<file path="config.mk">
export PLATFORM = sky130hd
export DESIGN_NAME = hcrd_ctrl
export DESIGN_NICKNAME = d
export VERILOG_FILES = /design/src/rtl/hcrd_pkg.sv /design/src/rtl/hcrd_ctrl.sv
export VERILOG_INCLUDE_DIRS = /design/src /design/src/rtl
export SDC_FILE = /design/constraint.sdc
export NUM_CORES = 1
export LEC_CHECK = 0
export BUFFER_PORTS_ARGS = -buffer_cell sky130_fd_sc_hd__buf_2
export CORE_AREA = 2 2 39 41
export CTS_CLUSTER_DIAMETER = 80
export DETAILED_ROUTE_END_ITERATION = 7
export DIE_AREA = 0 0 41 43
export GPL_TIMING_DRIVEN = 0
export HOLD_SLACK_MARGIN = 0.1
export SLEW_MARGIN = 20
export SYNTH_ARGS = -nofsm -noshare
export SYNTH_HDL_FRONTEND = slang
export SYNTH_SLANG_ARGS = --single-unit
</file>
<file path="constraint.sdc">
create_clock -name clk -period 2.2 [get_ports clk]
set_clock_uncertainty 0.15 [all_clocks]
set_input_delay 0.22 -clock clk [delete_from_list [all_inputs] [get_ports clk]]
set_output_delay 0.22 -clock clk [all_outputs]
set_load 0.1 [all_outputs]
</file>
<file path="src/rtl/html_char_reference_decoder_unit_macros.svh">
// Assertion macros for the character reference decoder.
// Used by the controller and top level.
`ifndef HTML_CHAR_REFERENCE_DECODER_UNIT_MACROS_SVH
`define HTML_CHAR_REFERENCE_DECODER_UNIT_MACROS_SVH
// implication checked on every clock edge out of reset
`define HCRD_ASSERT_IMP(label, clk, rst_n, ante, cons) \
	label: assert property (@(posedge clk) disable iff (!rst_n) (ante) |-> (cons)) \
		else $error("assertion failed");
// next-cycle implication
`define HCRD_ASSERT_NEXT(label, clk, rst_n, ante, cons) \
	label: assert property (@(posedge clk) disable iff (!rst_n) (ante) |=> (cons)) \
		else $error("assertion failed");
`endif

</file>
<file path="src/rtl/hcrd_pkg.sv">
// Shared types and constants for the character reference decoder.
// No dependencies.
`default_nettype none
package hcrd_pkg;
	localparam logic [7:0] CH_HASH = 8'h23;
	localparam logic [7:0] CH_LX = 8'h78;
	localparam logic [7:0] CH_UX = 8'h58;
	localparam logic [20:0] CP_MAX = 21'h10FFFF;
	localparam int ROM_NAME_MAX = 8;
	localparam int ROM_COUNT = 246;
	localparam int ROM_AW = 8;

	typedef enum logic [2:0] {
		PH_LEAD, PH_FIRST, PH_HASH, PH_DEC, PH_HEX, PH_NAME
	} phase_t;

	typedef struct packed {
		logic [7:0] ch;
		logic       final_req;
	} in_item_t;

	typedef struct packed {
		logic [7:0]  utf8_byte;
		logic [20:0] code_point;
		logic        ok;
		logic        end_of_run;
	} out_item_t;

	// controller -> datapath
	typedef struct packed {
		logic       step;      // absorb a non-final byte
		logic       clear;     // clear per-entity state
		logic       rom_start; // begin name search
		logic       rom_next;  // advance search
		logic       load_out;  // register verdict into output encoder
		logic       good;      // verdict to load
		logic [1:0] byte_idx;  // which output byte
	} dp_cmd_t;

	// datapath -> controller
	typedef struct packed {
		phase_t     phase;
		logic       num_good;
		logic       name_ok;   // name state allows lookup
		logic       hit;       // current ROM entry matches
		logic       rom_last;  // current entry is last
		logic [2:0] nbytes;    // UTF-8 length of chosen cp
	} dp_sts_t;

	typedef struct packed {
		logic [63:0] nm;  // first char in bits [7:0]
		logic [3:0]  len;
		logic [20:0] cp;
	} rom_entry_t;

	function automatic rom_entry_t rom_e(input string s, input int cp);
		rom_entry_t e;
		e.nm = '0;
		e.len = 4'(s.len());
		for (int k = 0; k < ROM_NAME_MAX; k++)
			if (k < s.len()) e.nm[k*8 +: 8] = s[k];
		e.cp = 21'(cp);
		return e;
	endfunction

	function automatic rom_entry_t name_rom(input logic [ROM_AW-1:0] i);
		rom_entry_t e;
		e = '0;
		case (i)
			0: e = rom_e("quot",34); 1: e = rom_e("QUOT",34); 2: e = rom_e("apos",39);
			3: e = rom_e("APOS",39); 4: e = rom_e("amp",38); 5: e = rom_e("AMP",38);
			6: e = rom_e("lt",60); 7: e = rom_e("LT",60); 8: e = rom_e("gt",62);
			9: e = rom_e("GT",62); 10: e = rom_e("nbsp",160); 11: e = rom_e("iexcl",161);
			12: e = rom_e("cent",162); 13: e = rom_e("pound",163);
			14: e = rom_e("curren",164); 15: e = rom_e("yen",165);
			16: e = rom_e("brvbar",166); 17: e = rom_e("sect",167);
			18: e = rom_e("uml",168); 19: e = rom_e("copy",169); 20: e = rom_e("ordf",170);
			21: e = rom_e("laquo",171); 22: e = rom_e("not",172); 23: e = rom_e("shy",173);
			24: e = rom_e("reg",174); 25: e = rom_e("macr",175); 26: e = rom_e("deg",176);
			27: e = rom_e("plusmn",177); 28: e = rom_e("sup2",178);
			29: e = rom_e("sup3",179); 30: e = rom_e("acute",180);
			31: e = rom_e("micro",181); 32: e = rom_e("para",182);
			33: e = rom_e("middot",183); 34: e = rom_e("cedil",184);
			35: e = rom_e("sup1",185); 36: e = rom_e("ordm",186);
			37: e = rom_e("raquo",187); 38: e = rom_e("frac14",188);
			39: e = rom_e("frac12",189); 40: e = rom_e("frac34",190);
			41: e = rom_e("iquest",191); 42: e = rom_e("times",215);
			43: e = rom_e("divide",247); 44: e = rom_e("Agrave",192);
			45: e = rom_e("Aacute",193); 46: e = rom_e("Acirc",194);
			47: e = rom_e("Atilde",195); 48: e = rom_e("Auml",196);
			49: e = rom_e("Aring",197); 50: e = rom_e("AElig",198);
			51: e = rom_e("Ccedil",199); 52: e = rom_e("Egrave",200);
			53: e = rom_e("Eacute",201); 54: e = rom_e("Ecirc",202);
			55: e = rom_e("Euml",203); 56: e = rom_e("Igrave",204);
			57: e = rom_e("Iacute",205); 58: e = rom_e("Icirc",206);
			59: e = rom_e("Iuml",207); 60: e = rom_e("ETH",208);
			61: e = rom_e("Ntilde",209); 62: e = rom_e("Ograve",210);
			63: e = rom_e("Oacute",211); 64: e = rom_e("Ocirc",212);
			65: e = rom_e("Otilde",213); 66: e = rom_e("Ouml",214);
			67: e = rom_e("Oslash",216); 68: e = rom_e("Ugrave",217);
			69: e = rom_e("Uacute",218); 70: e = rom_e("Ucirc",219);
			71: e = rom_e("Uuml",220); 72: e = rom_e("Yacute",221);
			73: e = rom_e("THORN",222); 74: e = rom_e("szlig",223);
			75: e = rom_e("agrave",224); 76: e = rom_e("aacute",225);
			77: e = rom_e("acirc",226); 78: e = rom_e("atilde",227);
			79: e = rom_e("auml",228); 80: e = rom_e("aring",229);
			81: e = rom_e("aelig",230); 82: e = rom_e("ccedil",231);
			83: e = rom_e("egrave",232); 84: e = rom_e("eacute",233);
			85: e = rom_e("ecirc",234); 86: e = rom_e("euml",235);
			87: e = rom_e("igrave",236); 88: e = rom_e("iacute",237);
			89: e = rom_e("icirc",238); 90: e = rom_e("iuml",239);
			91: e = rom_e("eth",240); 92: e = rom_e("ntilde",241);
			93: e = rom_e("ograve",242); 94: e = rom_e("oacute",243);
			95: e = rom_e("ocirc",244); 96: e = rom_e("otilde",245);
			97: e = rom_e("ouml",246); 98: e = rom_e("oslash",248);
			99: e = rom_e("ugrave",249); 100: e = rom_e("uacute",250);
			101: e = rom_e("ucirc",251); 102: e = rom_e("uuml",252);
			103: e = rom_e("yacute",253); 104: e = rom_e("thorn",254);
			105: e = rom_e("yuml",255); 106: e = rom_e("forall",8704);
			107: e = rom_e("part",8706); 108: e = rom_e("exist",8707);
			109: e = rom_e("empty",8709); 110: e = rom_e("nabla",8711);
			111: e = rom_e("isin",8712); 112: e = rom_e("notin",8713);
			113: e = rom_e("ni",8715); 114: e = rom_e("prod",8719);
			115: e = rom_e("sum",8721); 116: e = rom_e("minus",8722);
			117: e = rom_e("lowast",8727); 118: e = rom_e("radic",8730);
			119: e = rom_e("prop",8733); 120: e = rom_e("infin",8734);
			121: e = rom_e("ang",8736); 122: e = rom_e("and",8743);
			123: e = rom_e("or",8744); 124: e = rom_e("cap",8745);
			125: e = rom_e("cup",8746); 126: e = rom_e("int",8747);
			127: e = rom_e("there4",8756); 128: e = rom_e("sim",8764);
			129: e = rom_e("cong",8773); 130: e = rom_e("asymp",8776);
			131: e = rom_e("ne",8800); 132: e = rom_e("equiv",8801);
			133: e = rom_e("le",8804); 134: e = rom_e("ge",8805);
			135: e = rom_e("sub",8834); 136: e = rom_e("sup",8835);
			137: e = rom_e("nsub",8836); 138: e = rom_e("sube",8838);
			139: e = rom_e("supe",8839); 140: e = rom_e("oplus",8853);
			141: e = rom_e("otimes",8855); 142: e = rom_e("perp",8869);
			143: e = rom_e("sdot",8901); 144: e = rom_e("Alpha",913);
			145: e = rom_e("Beta",914); 146: e = rom_e("Gamma",915);
			147: e = rom_e("Delta",916); 148: e = rom_e("Epsilon",917);
			149: e = rom_e("Zeta",918); 150: e = rom_e("Eta",919);
			151: e = rom_e("Theta",920); 152: e = rom_e("Iota",921);
			153: e = rom_e("Kappa",922); 154: e = rom_e("Lambda",923);
			155: e = rom_e("Mu",924); 156: e = rom_e("Nu",925);
			157: e = rom_e("Xi",926); 158: e = rom_e("Omicron",927);
			159: e = rom_e("Pi",928); 160: e = rom_e("Rho",929);
			161: e = rom_e("Sigma",931); 162: e = rom_e("Tau",932);
			163: e = rom_e("Upsilon",933); 164: e = rom_e("Phi",934);
			165: e = rom_e("Chi",935); 166: e = rom_e("Psi",936);
			167: e = rom_e("Omega",937); 168: e = rom_e("alpha",945);
			169: e = rom_e("beta",946); 170: e = rom_e("gamma",947);
			171: e = rom_e("delta",948); 172: e = rom_e("epsilon",949);
			173: e = rom_e("zeta",950); 174: e = rom_e("eta",951);
			175: e = rom_e("theta",952); 176: e = rom_e("iota",953);
			177: e = rom_e("kappa",954); 178: e = rom_e("lambda",955);
			179: e = rom_e("mu",956); 180: e = rom_e("nu",957);
			181: e = rom_e("xi",958); 182: e = rom_e("omicron",959);
			183: e = rom_e("pi",960); 184: e = rom_e("rho",961);
			185: e = rom_e("sigmaf",962); 186: e = rom_e("sigma",963);
			187: e = rom_e("tau",964); 188: e = rom_e("upsilon",965);
			189: e = rom_e("phi",966); 190: e = rom_e("chi",967);
			191: e = rom_e("psi",968); 192: e = rom_e("omega",969);
			193: e = rom_e("thetasym",977); 194: e = rom_e("upsih",978);
			195: e = rom_e("piv",982); 196: e = rom_e("OElig",338);
			197: e = rom_e("oelig",339); 198: e = rom_e("Scaron",352);
			199: e = rom_e("scaron",353); 200: e = rom_e("Yuml",376);
			201: e = rom_e("fnof",402); 202: e = rom_e("circ",710);
			203: e = rom_e("tilde",732); 204: e = rom_e("ensp",8194);
			205: e = rom_e("emsp",8195); 206: e = rom_e("thinsp",8201);
			207: e = rom_e("zwnj",8204); 208: e = rom_e("zwj",8205);
			209: e = rom_e("lrm",8206); 210: e = rom_e("rlm",8207);
			211: e = rom_e("ndash",8211); 212: e = rom_e("mdash",8212);
			213: e = rom_e("lsquo",8216); 214: e = rom_e("rsquo",8217);
			215: e = rom_e("sbquo",8218); 216: e = rom_e("ldquo",8220);
			217: e = rom_e("rdquo",8221); 218: e = rom_e("bdquo",8222);
			219: e = rom_e("dagger",8224); 220: e = rom_e("Dagger",8225);
			221: e = rom_e("bull",8226); 222: e = rom_e("hellip",8230);
			223: e = rom_e("permil",8240); 224: e = rom_e("prime",8242);
			225: e = rom_e("Prime",8243); 226: e = rom_e("lsaquo",8249);
			227: e = rom_e("rsaquo",8250); 228: e = rom_e("oline",8254);
			229: e = rom_e("euro",8364); 230: e = rom_e("trade",8482);
			231: e = rom_e("larr",8592); 232: e = rom_e("uarr",8593);
			233: e = rom_e("rarr",8594); 234: e = rom_e("darr",8595);
			235: e = rom_e("harr",8596); 236: e = rom_e("crarr",8629);
			237: e = rom_e("lceil",8968); 238: e = rom_e("rceil",8969);
			239: e = rom_e("lfloor",8970); 240: e = rom_e("rfloor",8971);
			241: e = rom_e("loz",9674); 242: e = rom_e("spades",9824);
			243: e = rom_e("clubs",9827); 244: e = rom_e("hearts",9829);
			245: e = rom_e("diams",9830);
			default: e = '0;
		endcase
		return e;
	endfunction
endpackage
`default_nettype wire

</file>
<file path="src/rtl/hcrd_ctrl.sv">
// Controller: sequences byte intake, ROM search and result emission.
// Depends on hcrd_pkg and the macros header.
`default_nettype none
`include "html_char_reference_decoder_unit_macros.svh"
module hcrd_ctrl (
	input  wire logic              clk,
	input  wire logic              arst_n,
	input  wire logic              in_valid,
	input  wire logic              in_final,
	output logic                   in_ready,
	output logic                   out_valid,
	input  wire logic              out_ready,
	input  wire hcrd_pkg::dp_sts_t sts,
	output hcrd_pkg::dp_cmd_t      cmd
);
	import hcrd_pkg::*;
	typedef enum logic [2:0] {S_IDLE, S_ROMRD, S_SEARCH, S_LOAD, S_EMIT} state_t;
	state_t     state_q;
	logic [1:0] idx_q;
	logic       acc_in, found;
	logic       last_byte;

	assign in_ready = (state_q == S_IDLE);
	assign out_valid = (state_q == S_EMIT);
	assign acc_in = in_valid && in_ready;
	// a failure loads cp 0, which encodes as a single byte
	assign last_byte = (3'(idx_q) + 3'd1 == sts.nbytes);

	always_comb begin
		cmd = '0;
		cmd.byte_idx = idx_q;
		cmd.step = acc_in && !in_final;
		cmd.rom_start = acc_in && in_final;
		cmd.rom_next = (state_q == S_SEARCH);
		// verdict: numeric checks directly, names by search
		if (state_q == S_LOAD) begin
			cmd.load_out = 1'b1;
			cmd.clear = 1'b1;
			if (sts.phase == PH_DEC || sts.phase == PH_HEX) cmd.good = sts.num_good;
			else if (sts.phase == PH_NAME) cmd.good = sts.name_ok && found;
			else cmd.good = 1'b0;
		end
		if (state_q == S_SEARCH && sts.hit) begin
			cmd.load_out = 1'b1;
			cmd.clear = 1'b1;
			cmd.good = sts.name_ok;
		end
	end

	always_ff @(posedge clk or negedge arst_n) begin
		if (!arst_n) begin
			state_q <= S_IDLE;
			idx_q <= '0;
			found <= 1'b0;
		end else begin
			unique case (state_q)
				S_IDLE: if (acc_in && in_final) begin
					found <= 1'b0;
					state_q <= (sts.phase == PH_NAME && sts.name_ok) ? S_ROMRD : S_LOAD;
				end
				S_ROMRD: state_q <= S_SEARCH;
				S_SEARCH: begin
					if (sts.hit) begin
						idx_q <= '0;
						state_q <= S_EMIT;
					end else if (sts.rom_last) state_q <= S_LOAD;
				end
				S_LOAD: begin
					idx_q <= '0;
					state_q <= S_EMIT;
				end
				S_EMIT: if (out_ready) begin
					idx_q <= idx_q + 2'd1;
					if (last_byte) state_q <= S_IDLE;
				end
				default: state_q <= S_IDLE;
			endcase
		end
	end

	`HCRD_ASSERT_IMP(a_no_in_when_busy, clk, arst_n, state_q != S_IDLE, !in_ready)
	`HCRD_ASSERT_NEXT(a_load_to_emit, clk, arst_n, state_q == S_LOAD, state_q == S_EMIT)
	`HCRD_ASSERT_IMP(a_idx_range, clk, arst_n, out_valid, 3'(idx_q) < 3'd4)
endmodule
`default_nettype wire

</file>
# After elaboration in Yosys (flattened, before gate mapping)
# Cells that the tools add are included.
# op_classes
n_addsub	2
eq_ne	13
mux	15
n_reduce_logical	11
# ops
cell	n
$mux 3	5
$pmux 3 s5	1
$mux 2	5
$eq 3x2->1 const B	3
$eq 3x3->1 const B	3
$ne 2x1->1 const B	3
$pmux 2 s3	1
$logic_and 1x1->1	5
$reduce_and 4->1	1
$add 2x1->3 const B	1
$eq 3x1->1 const B	1
$eq 3x3->1	1
$logic_not 3->1	1
$mux 1	3
$ne 3x3->1 const B	1
$reduce_and 3->1	1
$reduce_bool 3->1	1
$add 2x1->2 const B	1
$ne 2x2->1 const B	1
$logic_not 1->1	1
$logic_or 1x1->1	1
# totals
regBits	5
inputBits	15
out_inout_bits	10
word_cells	43

# Logic depth before layout (Yosys ltp)
# logic_depth
depth_word	5
mapped_depth	4
ltp_nobuf	4

# Worst setup path before layout
# OpenSTA, ideal clock, no wires.
# synth_timing
path_kind	reg2out
startpoint	reg state_q[2]
endpoint	out cmd[7] (netlist bit)
arrival_ps	3131
t_required_ps	1830
setup_slack_ps	-1301
stages_incl_launch_ff	4
n_path_buf	1
path_cell_list	dfrtp_1 -> buf_4 -> or3_1 -> nor3b_1
# synth_rtl
element	line_no	source
start, declared	hcrd_ctrl.sv:18	state_t state_q;
start signal, assigned	hcrd_ctrl.sv:59	state_q <= (sts.phase == PH_NAME && sts.name_ok) ? S_ROMRD : S_LOAD;
end, declared	hcrd_ctrl.sv:14	output hcrd_pkg::dp_cmd_t cmd

==> flow_summary.json <==
{
  "fmax_mhz": 475,
  "clk_pin_slew_ns": 0.04,
  "synth_edf_count": 0,
  "syn_inst": 51,
  "rsz0062_at_grt": "false",
  "synth_top_area_share_pct": 28.8,
  "io_pins": 25,
  "r2r-end": "state_q[2]",
  "outcome": "finished, final reports clean",
  "max_slew_margin_pct": 68.3,
  "grt_pass1_vias": 416,
  "initial_core_util_pct": 31.4,
  "fin_crit_ns": 2.11,
  "yosysWarnings": 0,
  "syn_area_um2": 434,
  "synthesis.nets": 67,
  "htree_levels": 1,
  "grt.overflow.total": 0,
  "crit_type": "reg -> out",
  "dr.first_iter.drc_count": 5,
  "antenna_found_initial": 0,
  "num_antenna_cells": 0,
  "dr.pass1.iters": 2,
  "area_delta_synth_final_pct": 46.1,
  "nets": 97,
  "yosys-top-cells-count": "5 x dfrtp_1, 5 x o21ai_0, 4 x nor2_1",
  "routedWlPerCell_um": 10.4,
  "grt_usage_pct": 13.0,
  "hold_depth": 3,
  "hold_path_class": "in -> reg",
  "syn_area_per_cell_um2": 8.51,
  "die_w_um": 41,
  "dieArea_um2": 1760,
  "synthFlopType": "dfrtp_1",
  "max_cap_viol_count": 0,
  "dp_slack_ns": 0.276,
  "fin_ws_ns": 0.0945,
  "maxSlewViolCount": 0,
  "cts_buffer_depth": 2,
  "crit_path_start_kind": "register",
  "hold_viol": 0,
  "ys_seq_area_share_pct": 28.8,
  "fin_crit_sh_pct": 95.7,
  "cts_tree": "done",
  "insertion_delay_ns": 0.24,
  "rows": 14,
  "ant_nets": 0,
  "drt-total-wl_um": 998,
  "tightest_slew_ns": 0.471,
  "worstPathArrival_ns": 1.74,
  "hold_ws_ns": 0.119,
  "num_vias": 469,
  "die_h_um": 43,
  "reg2reg_depth": 4,
  "required_ns": 1.83,
  "grt_max_degree": 11,
  "holdPathEnd": "idx_q[1]",
  "stdcell_count": 96,
  "place_congestion": 0.644,
  "hp-start": "out_ready",
  "cts_sinks": 5,
  "cts_buffers": 3,
  "ys_async_sr_fraction_pct": 100,
  "remaining_drc_errors": 0,
  "rrSetupSlack_ns": 0.41,
  "setup_viol": 0,
  "ys_ff_latch": 5,
  "synth_cell_type_count": 27,
  "root_buffer": "clkbuf_4",
  "timing.rr.start": "idx_q[0]",
  "worst_setup_path_end_kind": "output pin",
  "startpoint": "state_q[2]",
  "synth_area_leaders": "dfrtp_1 29%, o21ai_0 5.8%, mux2i_1 4.6%",
  "drive_gt1_share_pct": 47.5,
  "grt_first_pass_wirelength_um": 1610,
  "core_um2": 1380,
  "vias_per_cell": 4.89,
  "dp_cells": 91,
  "critPathMaxFanout": 10,
  "portBuffers": 24,
  "synth_area_leader_cell": "dfrtp_1"
}
==> kinds of logic after synthesis <==
family	Yosys count	synth area share (%)
muxes	2	4.61
xor gates and xnor gates	3	6.05
and+or+nand+nor	21	30.3
DFF	5	28.8
AOI/OAI and AO/OA	13	18.4
adders and majority gates	1	2.88
buffers and inverters	6	8.93
==> final cells by class <==
cell class                 instances  area, µm²
fill                             149        749
multi-input combinational         40        289
timing repair buffer              25        133
sequential                         5        128
buffer                             4       31.3
clock buffer                       4       26.3
tap                               16       20.0
inverter                           2       7.51
==> worst max path at each step <==
| stage | end | depth (start not counted) |
|---|---|---|
| 2_1_floorplan | cmd[7] | 3 |
| 3_3_place_gp | cmd[7] | 4 |
| 3_5_place_dp | cmd[7] | 4 |
| 4_1_cts | cmd[7] | 4 |
| 5_1_grt | cmd[5] | 4 |
| 6_report | cmd[5] | 4 |
==> sequential cells by signal, summed over array words and instances (netlist names) <==
name and cells:
state_q 3, idx_q 2
==> routing by layer <==
| layer | track usage (%) | vias up | wire length [µm] |
|---|---|---|---|
| met3 | 6.28 | 0 | 67 |
| met5 | 0 | - | 0 |
| li1 | - | 244 | - |
| met2 | 20.0 | 14 | 521 |
| met1 | 16.2 | 211 | 409 |
| met4 | 2.00 | 0 | 0 |
==> cells in the final DEF, fill, tap and decap left out, drive strengths merged <==
cell type / Yosys / final
buf: 3 / 26
clkbuf: 1 / 6
o21ai: 5 / 5
dfrtp: 5 / 5
nor2: 4 / 4
a21oi: 3 / 3
inv: 2 / 2
or3: 2 / 2
nand2: 2 / 2
nand3b: 2 / 2
o21a: 2 / 2
xor2: 2 / 2
mux2i: 2 / 2
and3: 2 / 2
nor3: 2 / 2
nor3b: 2 / 2
and3b: 1 / 1
o211ai: 1 / 1
xnor2: 1 / 1
a2111oi: 1 / 1
or4b: 1 / 1
or3b: 1 / 1
o41ai: 1 / 1
nand4: 1 / 1
and4b: 1 / 1
ha: 1 / 1
dlygate4sd3: 0 / 1
==> worst max-delay path: stages (launching register included) <==
cell and delay (ns):
dfrtp_1 0.35, buf_4 0.16, or3_1 0.44, nor2_2 0.12
buf_2 0.42
==> repair_timing <==
item                                    4_1_cts  5_1_grt
buffers inserted                              0        0
endpoints found under the setup margin        0        1
resized for setup                             0        1
hold buffers                                  1        0
endpoints found under the hold margin         5        0
==> per-stage QoR <==
stage          instance area [µm²]  setup TNS (ns)  utilization (%)
5_1_grt                        634               0             45.8
2_1_floorplan                  455          -0.574                -
4_1_cts                        632               0             45.7
6_report                       634               0             45.8
3_3_place_gp                   596               0             43.0
3_5_place_dp                   596               0             43.0
Power is not shown: default switching activity piles up to over one toggle a cycle in this logic, so the estimate is an artifact.
